<file path="config.mk">
export PLATFORM = sky130hd
export DESIGN_NAME = byte_ring_buffer_peek_seek
export DESIGN_NICKNAME = d
export VERILOG_FILES = /design/src/brb_pkg.sv /design/src/brb_ram.sv /design/src/byte_ring_buffer_peek_seek.sv
export SDC_FILE = /design/constraint.sdc
export NUM_CORES = 2
export LEC_CHECK = 0
export ABC_AREA = 1
export BUFFER_PORTS_ARGS = -buffer_cell sky130_fd_sc_hd__buf_4
export CAP_MARGIN = 40
export CORE_MARGIN = 4
export CORE_UTILIZATION = 35
export DETAILED_ROUTE_END_ITERATION = 8
export MAX_ROUTING_LAYER = met4
export SETUP_SLACK_MARGIN = 0.5
export SLEW_MARGIN = 20
export SYNTH_ARGS = -nofsm -noshare
export SYNTH_HDL_FRONTEND = slang
export SYNTH_HIERARCHICAL = 1
export SYNTH_SLANG_ARGS = --single-unit
export TNS_END_PERCENT = 20
</file>
<file path="constraint.sdc">
create_clock -name clk -period 9.65 [get_ports clk]
set_input_delay 0.965 -clock clk [delete_from_list [all_inputs] [get_ports clk]]
set_output_delay 0.965 -clock clk [all_outputs]
set_load 0.05 [all_outputs]
</file>
<file path="src/brb_pkg.sv">
// Shared definitions for the byte ring buffer: command codes, beat types
// and sizing constants. No dependencies.
`default_nettype none

package brb_pkg;

  // Command codes carried in the command field of an input beat.
  localparam logic [1:0] CMD_PUSH = 2'd0;
  localparam logic [1:0] CMD_POP  = 2'd1;
  localparam logic [1:0] CMD_PEEK = 2'd2;
  localparam logic [1:0] CMD_SEEK = 2'd3;

  // Default storage depth and the largest capacity the register can select.
  localparam int DEPTH_DEFAULT = 256;
  localparam int CAP_LIMIT     = 256;

  // Width of the capacity register.
  localparam int CAP_W = 9;

  typedef struct packed {
    logic [1:0] command;
    logic [7:0] data_in;
    logic [7:0] position;
  } in_item_t;

  typedef struct packed {
    logic       accepted;
    logic [7:0] data_out;
    logic [7:0] level;
    logic       is_empty;
    logic       is_full;
  } out_item_t;

endpackage

`default_nettype wire

</file>
<file path="src/brb_ram.sv">
// Simple dual-port byte storage with one write port and one registered
// read port. Depends on nothing but its parameters.
`default_nettype none

module brb_ram #(
  parameter int ENTRIES = 256,
  parameter int AW      = 8
) (
  input  wire logic          clk,
  input  wire logic          we,
  input  wire logic [AW-1:0] waddr,
  input  wire logic [7:0]    wdata,
  input  wire logic          re,
  input  wire logic [AW-1:0] raddr,
  output logic      [7:0]    rdata
);

  logic [7:0] mem [ENTRIES];

  // Write port.
  always_ff @(posedge clk) begin
    if (we) begin
      mem[waddr] <= wdata;
    end
  end

  // Registered read port.
  always_ff @(posedge clk) begin
    if (re) begin
      rdata <= mem[raddr];
    end
  end

endmodule

`default_nettype wire

</file>
<file path="src/byte_ring_buffer_peek_seek.sv">
// Top level of the byte ring buffer: pointer and level logic around the
// byte storage. Depends on brb_pkg and brb_ram.
//
// The buffer takes one command beat (push, pop, peek or seek) in every clock
// cycle and never raises busy. The result beat of a command appears on the
// out_ ports in the cycle after start, for exactly one cycle, marked by
// out_valid; the receiver must take it then, as it cannot stall the block.
// The result fields are registered; pop and peek read their data through the
// registered read port of the storage. A write of the capacity register empties
// the buffer; values outside 2 to 256 (or above DEPTH) are saturated.
`default_nettype none

module byte_ring_buffer_peek_seek
  import brb_pkg::*;
#(
  parameter int DEPTH = DEPTH_DEFAULT
) (
  input  wire logic             clk,
  input  wire logic             rst_n,
  input  wire logic             start,
  output logic                  busy,
  input  wire in_item_t         in_item,
  output logic                  out_valid,
  output out_item_t             out_result,
  input  wire logic             cfg_we,
  input  wire logic [CAP_W-1:0] cfg_wdata
);

  localparam int CAP_MAX = (DEPTH < CAP_LIMIT) ? DEPTH : CAP_LIMIT;
  localparam int IW      = $clog2(CAP_MAX);
  localparam logic [CAP_W-1:0] CAP_MAX_V = CAP_W'(CAP_MAX);

  // Sum of an index and an offset, wrapped once at the capacity.
  function automatic logic [IW-1:0] wrap_add(input logic [IW-1:0] base,
                                             input logic [CAP_W-1:0] add,
                                             input logic [CAP_W-1:0] cap);
    logic [CAP_W:0] s;
    s = (CAP_W+1)'(base) + (CAP_W+1)'(add);
    if (s >= (CAP_W+1)'(cap)) begin
      s = s - (CAP_W+1)'(cap);
    end
    return IW'(s);
  endfunction

  // Number of bytes between the read and the write index.
  function automatic logic [CAP_W-1:0] fill(input logic [IW-1:0] rd,
                                            input logic [IW-1:0] wr,
                                            input logic [CAP_W-1:0] cap);
    logic [CAP_W-1:0] lv;
    if (wr >= rd) begin
      lv = CAP_W'(wr) - CAP_W'(rd);
    end else begin
      lv = cap - CAP_W'(rd) + CAP_W'(wr);
    end
    return lv;
  endfunction

  logic [CAP_W-1:0] cap_r;
  logic [IW-1:0]    rd_r, wr_r;
  logic [IW-1:0]    rd_nxt, wr_nxt;
  logic [IW-1:0]    rd_cur, wr_cur, wr_inc;
  logic [CAP_W-1:0] lvl_cur, lvl_nxt, cap_sat;
  logic             accept;
  logic             ok;
  logic             mem_we, mem_re;
  logic [IW-1:0]    mem_raddr;
  logic [7:0]       mem_rdata;
  logic             out_valid_r, rsel_r, ok_r;
  logic [7:0]       level_r;
  logic             empty_r, full_r;

  // The block never stalls: busy is tied low.
  assign busy   = 1'b0;
  assign accept = start && !busy;

  // Saturate a written capacity to the supported range.
  always_comb begin
    cap_sat = cfg_wdata;
    if (cap_sat < CAP_W'(2)) begin
      cap_sat = CAP_W'(2);
    end
    if (cap_sat > CAP_MAX_V) begin
      cap_sat = CAP_MAX_V;
    end
  end

  // Indices as seen by the current command.
  assign rd_cur  = (CAP_W'(rd_r) >= cap_r) ? '0 : rd_r;
  assign wr_cur  = (CAP_W'(wr_r) >= cap_r) ? '0 : wr_r;
  assign wr_inc  = wrap_add(wr_cur, CAP_W'(1), cap_r);
  assign lvl_cur = fill(rd_cur, wr_cur, cap_r);

  // Command decode: index updates and storage accesses.
  always_comb begin
    rd_nxt    = rd_cur;
    wr_nxt    = wr_cur;
    ok        = 1'b0;
    mem_we    = 1'b0;
    mem_re    = 1'b0;
    mem_raddr = rd_cur;
    unique case (in_item.command)
      CMD_PUSH: begin
        if (wr_inc != rd_cur) begin
          mem_we = accept;
          wr_nxt = wr_inc;
          ok     = 1'b1;
        end
      end
      CMD_POP: begin
        if (rd_cur != wr_cur) begin
          mem_re = accept;
          rd_nxt = wrap_add(rd_cur, CAP_W'(1), cap_r);
          ok     = 1'b1;
        end
      end
      CMD_PEEK: begin
        if (CAP_W'(in_item.position) < lvl_cur) begin
          mem_re    = accept;
          mem_raddr = wrap_add(rd_cur, CAP_W'(in_item.position), cap_r);
          ok        = 1'b1;
        end
      end
      CMD_SEEK: begin
        if (CAP_W'(in_item.position) <= lvl_cur) begin
          rd_nxt = wrap_add(rd_cur, CAP_W'(in_item.position), cap_r);
          ok     = 1'b1;
        end
      end
      default: begin
      end
    endcase
  end

  assign lvl_nxt = fill(rd_nxt, wr_nxt, cap_r);

  // Control registers: capacity and indices; a capacity write empties the buffer.
  always_ff @(posedge clk) begin
    if (!rst_n) begin
      cap_r       <= CAP_MAX_V;
      rd_r        <= '0;
      wr_r        <= '0;
      out_valid_r <= 1'b0;
    end else begin
      out_valid_r <= accept;
      if (cfg_we) begin
        cap_r <= cap_sat;
        rd_r  <= '0;
        wr_r  <= '0;
      end else if (accept) begin
        rd_r <= rd_nxt;
        wr_r <= wr_nxt;
      end
    end
  end

  // Result beat fields, captured with the command.
  always_ff @(posedge clk) begin
    if (accept) begin
      ok_r    <= ok;
      rsel_r  <= ok && (in_item.command == CMD_POP || in_item.command == CMD_PEEK);
      level_r <= 8'(lvl_nxt);
      empty_r <= (rd_nxt == wr_nxt);
      full_r  <= (wrap_add(wr_nxt, CAP_W'(1), cap_r) == rd_nxt);
    end
  end

  brb_ram #(
    .ENTRIES(CAP_MAX),
    .AW     (IW)
  ) u_ram (
    .clk  (clk),
    .we   (mem_we),
    .waddr(wr_cur),
    .wdata(in_item.data_in),
    .re   (mem_re),
    .raddr(mem_raddr),
    .rdata(mem_rdata)
  );

  // Drive the result beat.
  assign out_valid           = out_valid_r;
  assign out_result.accepted = ok_r;
  assign out_result.data_out = rsel_r ? mem_rdata : 8'd0;
  assign out_result.level    = level_r;
  assign out_result.is_empty = empty_r;
  assign out_result.is_full  = full_r;

  // Checks on the block's own logic.
  a_one_result: assert property (@(posedge clk) disable iff (!rst_n)
    accept |=> out_valid)
    else $error("command beat produced no result beat");

  a_empty_full: assert property (@(posedge clk) disable iff (!rst_n)
    out_valid |-> !(out_result.is_empty && out_result.is_full))
    else $error("buffer reported empty and full at once");

  a_empty_level: assert property (@(posedge clk) disable iff (!rst_n)
    out_valid |-> (out_result.is_empty == (out_result.level == 8'd0)))
    else $error("empty flag disagrees with level");

  a_refused_data: assert property (@(posedge clk) disable iff (!rst_n)
    (out_valid && !out_result.accepted) |-> (out_result.data_out == 8'd0))
    else $error("refused command returned data");

endmodule

`default_nettype wire

</file>
---- Word level (Yosys, flattened, before mapping) ----
Memories as Yosys holds them, arrays and structs flattened. A register that Yosys moved wholly into a read port is not among the register bits.
Cells that the tools add are included.
storage, ports and cells
  flip-flop bits (word level) ............. 38
  bits in latches ......................... 0
  RAM bits ................................ 2048
  ROM bits ................................ 0
  input port bits ......................... 31
  output and inout port bits .............. 21
  logic and storage cells ................. 79
  memories kept ........................... 1
memory list
  name       depth  width  read ports  clocked after Yosys merged registers in  wr ports  line           text
  u_ram.mem  256    8      1           1                                        1         brb_ram.sv:18  logic [7:0] mem [ENTRIES];
operators by class
  $add $sub $neg .......................... 14
  multipliers ............................. 0
  divide/modulo/power cells ............... 0
  $lt $le $gt $ge ......................... 12
  eq/ne operators ......................... 7
  shifts and indexed selects .............. 0
  multiplexer cells ....................... 31
  bitwise logic cells ..................... 1
  reduce and logical (&&, ||, !) cells .... 4
operators by type and width
  kind                                                                           count
  8-bit 2-to-1 mux                                                               15
  8-bit subtractor                                                               6
  9-bit greater-or-equal comparator                                              4
  8-bit by 1-bit adder with 9-bit output (second input constant)                 3
  9-bit 2-to-1 mux                                                               3
  8-bit by 9-bit greater-or-equal comparator with 1-bit output                   2
  8-bit == test                                                                  2
  8-bit greater-or-equal comparator                                              2
  8-bit != test                                                                  2
  8-bit case mux with 2 select lines                                             1
  1-bit 2-to-1 mux                                                               10
  8-bit by 8-bit adder with 9-bit output                                         1
  9-bit by 8-bit adder with 9-bit output                                         1
  9-bit > comparator (second input constant)                                     1
  8-bit by 9-bit <= comparator with 1-bit output                                 1
  8-bit by 9-bit less-than comparator with 1-bit output                          1
  9-bit by 2-bit less-than comparator with 1-bit output (second input constant)  1
  8-bit by 8-bit subtractor with 9-bit output                                    1
  9-bit by 8-bit subtractor with 9-bit output                                    1
  8-bit adder                                                                    1
  2-bit == test (second input constant)                                          2
  1-bit case mux with 4 select lines                                             1
  2-bit by 1-bit == test with 1-bit output (second input constant)               1
  2-bit zero test                                                                1
  other kinds (5)                                                                5

---- Depth between registers and ports, before layout ----
  depth after elaboration ................. 13
  gate-level depth with buffers ........... 60
  mapped depth without buffers ............ 60

---- Modules after synthesis ----
Netlist, hierarchy kept.
modules (own cells, without submodules)
  module                      instances  cells each  area each (um^2)
  brb_ram                     1          7003        83476.3
  byte_ring_buffer_peek_seek  1          1157        7413.4

---- Least setup slack after synthesis ----
OpenSTA, ideal clock, no wires.
  path type ............................... register to register
  start point ............................. reg cap_r[1]
  end point ............................... reg level_r[7] (data pin)
  library setup time ...................... 0.263 ns
  data arrival time ....................... 7.046 ns
  required time ........................... 9.387 ns
  setup slack ............................. 2.341 ns
  cell stages (with the launch flop) ...... 48
  path buffers ............................ 0
  cell sequence ........................... dfxtp_1 inv_1 ha_1 a21oi_1 o21ai_0 a21oi_2 nand3_4 nor2_1 ha_1 inv_1 ha_1 inv_1 fa_1 o21ai_0 xor2_1 nor2_1 a31oi_1 ha_1 [12 not listed] a21oi_1 nor2_1 nor2_1 inv_1 nand2_1 inv_1 nor2_1 inv_1 a21oi_1 nor2_1 nor2_1 nor2_1 nor2_1 xor2_1 xnor2_1 a21oi_1 o21ai_0 o21ai_0
between the ends
  word-level cells in the longest chain between the ends .. 11
  elaborated cells between the ends (all ways) .. 34
RTL lines
  what                                                          line                               text
  from (decl)                                                   byte_ring_buffer_peek_seek.sv:58   logic [CAP_W-1:0] cap_r;
  from (signal assigned)                                        byte_ring_buffer_peek_seek.sv:146  cap_r <= cap_sat;
  8-bit by 9-bit greater-or-equal comparator with 1-bit output  byte_ring_buffer_peek_seek.sv:88   assign rd_cur = (CAP_W'(rd_r) >= cap_r) ? '0 : rd_r;
  8-bit 2-to-1 mux                                              byte_ring_buffer_peek_seek.sv:88
  9-bit by 8-bit subtractor with 9-bit output                   byte_ring_buffer_peek_seek.sv:53   lv = cap - CAP_W'(rd) + CAP_W'(wr);
  9-bit by 8-bit adder with 9-bit output                        byte_ring_buffer_peek_seek.sv:53
  9-bit 2-to-1 mux                                              byte_ring_buffer_peek_seek.sv:50   if (wr >= rd) begin
  8-bit by 9-bit <= comparator with 1-bit output                byte_ring_buffer_peek_seek.sv:124  if (CAP_W'(in_item.position) <= lvl_cur) begin
  8-bit 2-to-1 mux                                              byte_ring_buffer_peek_seek.sv:124
  8-bit case mux with 2 select lines (*)                        byte_ring_buffer_peek_seek.sv:101  unique case (in_item.command)
  net rd_nxt[1]                                                 byte_ring_buffer_peek_seek.sv:60   logic [IW-1:0] rd_nxt, wr_nxt;
  8-bit subtractor                                              byte_ring_buffer_peek_seek.sv:53
  8-bit adder                                                   byte_ring_buffer_peek_seek.sv:53
  8-bit 2-to-1 mux (*)                                          byte_ring_buffer_peek_seek.sv:50
  net lvl_nxt[7]                                                byte_ring_buffer_peek_seek.sv:62   logic [CAP_W-1:0] lvl_cur, lvl_nxt, cap_sat;
  to (signal assigned)                                          byte_ring_buffer_peek_seek.sv:161  level_r <= 8'(lvl_nxt);
  to (decl)                                                     byte_ring_buffer_peek_seek.sv:69   logic [7:0] level_r;
Mark *: on every way through the listed nets, which the timed path passes. The rest lies on a longest branch.
A chain may end at the register's enable or synchronous reset.

---- Worst setup path after layout ----
  start point ............................. reg cap_r[5]
  end point ............................... reg u_ram.rdata[1] (read register of u_ram.mem) (data pin)
between the ends
  word-level cells in the longest chain between the ends .. 8
  elaborated cells between the ends (all ways) .. 20
RTL lines
  what                                                          line                               text
  8-bit by 9-bit greater-or-equal comparator with 1-bit output  byte_ring_buffer_peek_seek.sv:88
  8-bit 2-to-1 mux                                              byte_ring_buffer_peek_seek.sv:88
  9-bit by 8-bit subtractor with 9-bit output                   byte_ring_buffer_peek_seek.sv:53
  9-bit by 8-bit adder with 9-bit output                        byte_ring_buffer_peek_seek.sv:53
  9-bit 2-to-1 mux                                              byte_ring_buffer_peek_seek.sv:50
  8-bit by 9-bit less-than comparator with 1-bit output         byte_ring_buffer_peek_seek.sv:117  if (CAP_W'(in_item.position) < lvl_cur) begin
  8-bit 2-to-1 mux                                              byte_ring_buffer_peek_seek.sv:117
  8-bit 2-to-1 mux (*)                                          byte_ring_buffer_peek_seek.sv:101
  net mem_raddr[0]                                              byte_ring_buffer_peek_seek.sv:66   logic [IW-1:0] mem_raddr;
  to (decl)                                                     brb_ram.sv:15                      output logic [7:0] rdata
Marks and branches as above.

==> impl_metrics.json <==
{
  "grt_max_degree": 159,
  "switching_share": 0.306,
  "ys_warn_count": 6,
  "cts_tree": "built",
  "die_y_um": 518,
  "pwr-share-seq": 0.441,
  "synth_top_family_by_area": "simple AND/OR/NAND/NOR gates",
  "synthMuxAreaShare": 0.000220,
  "p_comb_frac": 0.214,
  "p_leak_nw": 36.3,
  "first_iter_violations": 6507,
  "yosys.area_share.simple": 0.235,
  "crit_type": "flip-flop to flip-flop",
  "yosysTopAreaCellShare": 0.683,
  "syn_area_per_cell_sq_um": 11.1,
  "worstHoldPathType": "input port to flip-flop",
  "synth_compound_area_frac": 0.0141,
  "async_flop_share": 0,
  "final_common_cell": "nand2_1",
  "intPower_mw": 15.8,
  "drcViolationCount": 0,
  "die_area_sq_um": 268000,
  "peakVddDrop_mv": 0.218,
  "final.min_clock_period_ns": 8.54,
  "drt-total-wl_um": 264000,
  "tns_ns": 0,
  "grt_pass1_vias": 59100,
  "worst-path-buf-inv": 11,
  "worstSetupStartpointType": "flip-flop",
  "cts_max_path_buffers": 3,
  "yosys-top-cells-area": "edfxtp_1 68%, nand3_1 11%, nand2_1 9.8%",
  "worstMarginPinSlew_ns": 1.11,
  "fin_crit_sh": 0.885,
  "multiInputGateArea_sq_um": 25000,
  "path_clk_slew_ns": 0.06,
  "worstPathArrival_ns": 9.26,
  "rows": 186,
  "max_slew_margin": 0.263,
  "insertion_delay_ns": 0.86,
  "cts_max_level": 4,
  "synth_edf_count": 2068,
  "clockPowerShare": 0.345,
  "initial_core_util": 0.353,
  "core_sq_um": 258000,
  "maxCapViolations": 0,
  "overflow": 0,
  "cts_buffers": 211,
  "yosysTopAreaCell": "edfxtp_1",
  "cp_max_fo": 51,
  "area_delta_synth_final_pct": 12.6,
  "total_power_mw": 22.8,
  "ys.flop_type": "edfxtp_1",
  "synth_fa_ha_area_frac": 0.0196,
  "drv_slew": 0,
  "nNetsFinal": 8311,
  "final-seq-area_sq_um": 62600,
  "ys_types": 56,
  "clockRootBuffer": "clkbuf_16",
  "end_kind": "flip-flop",
  "skew_ns": 0.0397,
  "drive_gt1_frac": 0.0780,
  "final_cell_mix": "2369 x nand2_1, 2086 x nand3_1, 2068 x edfxtp_1",
  "grt_antenna_before_repair": 6,
  "synth_seq_cells": 2094,
  "hold_violations": 0,
  "via_per_inst": 5.34,
  "slowest_delay_ns": 0.52,
  "setup_violations": 0,
  "nFillCells": 24300,
  "syn_nets": 8320,
  "port_buffers": 50,
  "p_sw_mw": 6.99,
  "post-dp-hpwl_um": 160000,
  "p_per_area_nw_per_um2": 223,
  "grt_use_total": 0.195,
  "cp_top_family": "simple AND/OR/NAND/NOR gates",
  "status": "complete, no violations",
  "die_w_um": 518,
  "detail_route.wl_per_cell_um": 22.6,
  "ios": 52,
  "place.gp.congestion": 0.918,
  "place_area_sq_um": 95000,
  "cts_num_sinks": 2094,
  "synth-xor-area-share": 0.00434,
  "ant_nets": 0,
  "drt_first_pass_iters": 6,
  "routed-via-count": 62500,
  "fin_area_sq_um": 102000,
  "path_common_cell": "nand2_1",
  "synth_area_sq_um": 90900,
  "cp_slowest_cell": "fa_1",
  "rsz0062_at_grt": "true",
  "crit_required_ns": 10.38,
  "ys_seq_area_frac": 0.689,
  "syn_inst": 8160,
  "grt_pass1_wl_um": 389000,
  "fmax_ghz": 0.117
}
[metal layers]
layer / vias up / global-route usage / share of wire
li1: 28700 / - / -
met1: 30800 / 0.266 / 0.42
met2: 2624 / 0.300 / 0.46
met3: 415 / 0.0300 / 0.080
met4: 0 / 0.0639 / 0.033
met5: - / - / 0
[cells in the mapped netlist (6+ instances only)]
master / number
clkbuf_1: 121
inv_1: 214
nand3_1: 2088
nand4_1: 9
buf_2: 270
nand2_2: 8
o21ai_1: 8
o211ai_1: 8
a21oi_1: 93
o21ai_0: 90
buf_1: 41
fa_1: 22
nor2_1: 371
dfxtp_1: 26
buf_6: 17
nor2_2: 15
xnor2_1: 15
xor2_1: 30
or2_2: 6
buf_4: 52
edfxtp_1: 2068
nor3_1: 18
ha_1: 107
inv_2: 19
nor4_1: 6
nand2_1: 2374
nand3b_1: 8
[sequential cells by signal (all words and copies together), names as in the netlist]
| register | flops |
|---|---|
| out_valid | 1 |
| level_r | 8 |
| empty_r | 1 |
| u_ram/rdata | 8 |
| full_r | 1 |
| cap_r | 9 |
| rsel_r | 1 |
| rd_r | 8 |
| ok_r | 1 |
| u_ram/mem | 2048 |
| wr_r | 8 |
[power groups by stage]
stage | Clock (mW) | Sequential (mW) | Combinational, mW
after floorplan | 0 | 10.3 | 3.00
after global placement | 0 | 10.3 | 4.71
after detailed placement | 0 | 10.3 | 4.75
after CTS | 8.01 | 10.1 | 4.77
after global routing | 8.40 | 10.1 | 5.28
final | 7.87 | 10.1 | 4.87
[worst paths after layout]
| path | start | endpoint | slack [ns] | cells past startpoint |
|---|---|---|---|---|
| setup / recovery | cap_r[5]$_SDFFE_PN0P_ | u_ram/rdata[1]$_DFFE_PP_ | 1.11 | 44 |
| hold / removal | rst_n | out_valid$_SDFF_PN0_ | 0.32 | 3 |
| setup reg to reg | cap_r[5]$_SDFFE_PN0P_ | u_ram/rdata[1]$_DFFE_PP_ | 1.11 | 44 |
| hold reg to reg | rd_r[0]$_SDFFE_PP0P_ | rd_r[0]$_SDFFE_PP0P_ | 0.53 | 2 |
[cell families (layout without fill, tap and decap cells)]
logic type | Yosys count | in the layout
and+or+nand+nor | 4920 | 4920
DFF | 2094 | 2094
buffers and inverters | 738 | 899
AOI/OAI and AO/OA | 231 | 231
adders and majority gates | 129 | 129
xor gates and xnor gates | 45 | 45
muxes | 2 | 2
other | 1 | 6
[cell type report]
cell class / count / share of cell area
Antenna cell: 5 / 0.000122
Clock buffer: 258 / 0.0535
Clock inverter: 125 / 0.0107
Inverter: 236 / 0.00913
Multi-Input combinational cell: 5328 / 0.244
Sequential cell: 2094 / 0.612
Tap cell: 3384 / 0.0414
Timing Repair Buffer: 279 / 0.0292
Timing Repair inverter: 1 / 0.000110
[repair_timing]
| action | 4_1_cts | 5_1_grt |
|---|---|---|
| hold buffers | 0 | 0 |
| cloned | 0 | 4 |
| buffers inserted | 0 | 15 |
| pin swaps | 0 | 5 |
| endpoints found under the setup margin | 1 | 17 |
| gates resized for setup | 2 | 23 |
[worst register-to-register path, delay by kind of cell (launching register included)]
| kind | cells | cell delay [ns] |
|---|---|---|
| AND/OR/NAND/NOR | 24 | 3.08 |
| flip-flops | 1 | 0.50 |
| AO/OA/AOI/OAI | 4 | 0.85 |
| adder cells (fa/ha/maj) | 4 | 1.51 |
| buffers and inverters | 11 | 2.26 |
| XOR/XNOR | 1 | 0.21 |
[metrics by stage]
| stage | cells | utilization | hold slack, ns | worst slack (ns) |
|---|---|---|---|---|
| 3_5_place_dp | 11300 | 0.369 | 0.526 | 0.475 |
| 5_1_grt | 11700 | 0.397 | 0.300 | 0.463 |
| 4_1_cts | 11600 | 0.394 | 0.243 | 0.539 |
| 6_report | 11700 | 0.397 | 0.316 | 1.11 |
| 2_1_floorplan | 8160 | - | 0.490 | 2.34 |
| 3_3_place_gp | 11200 | 0.367 | 0.511 | 0.408 |
Power figures use the tool's default switching activity.
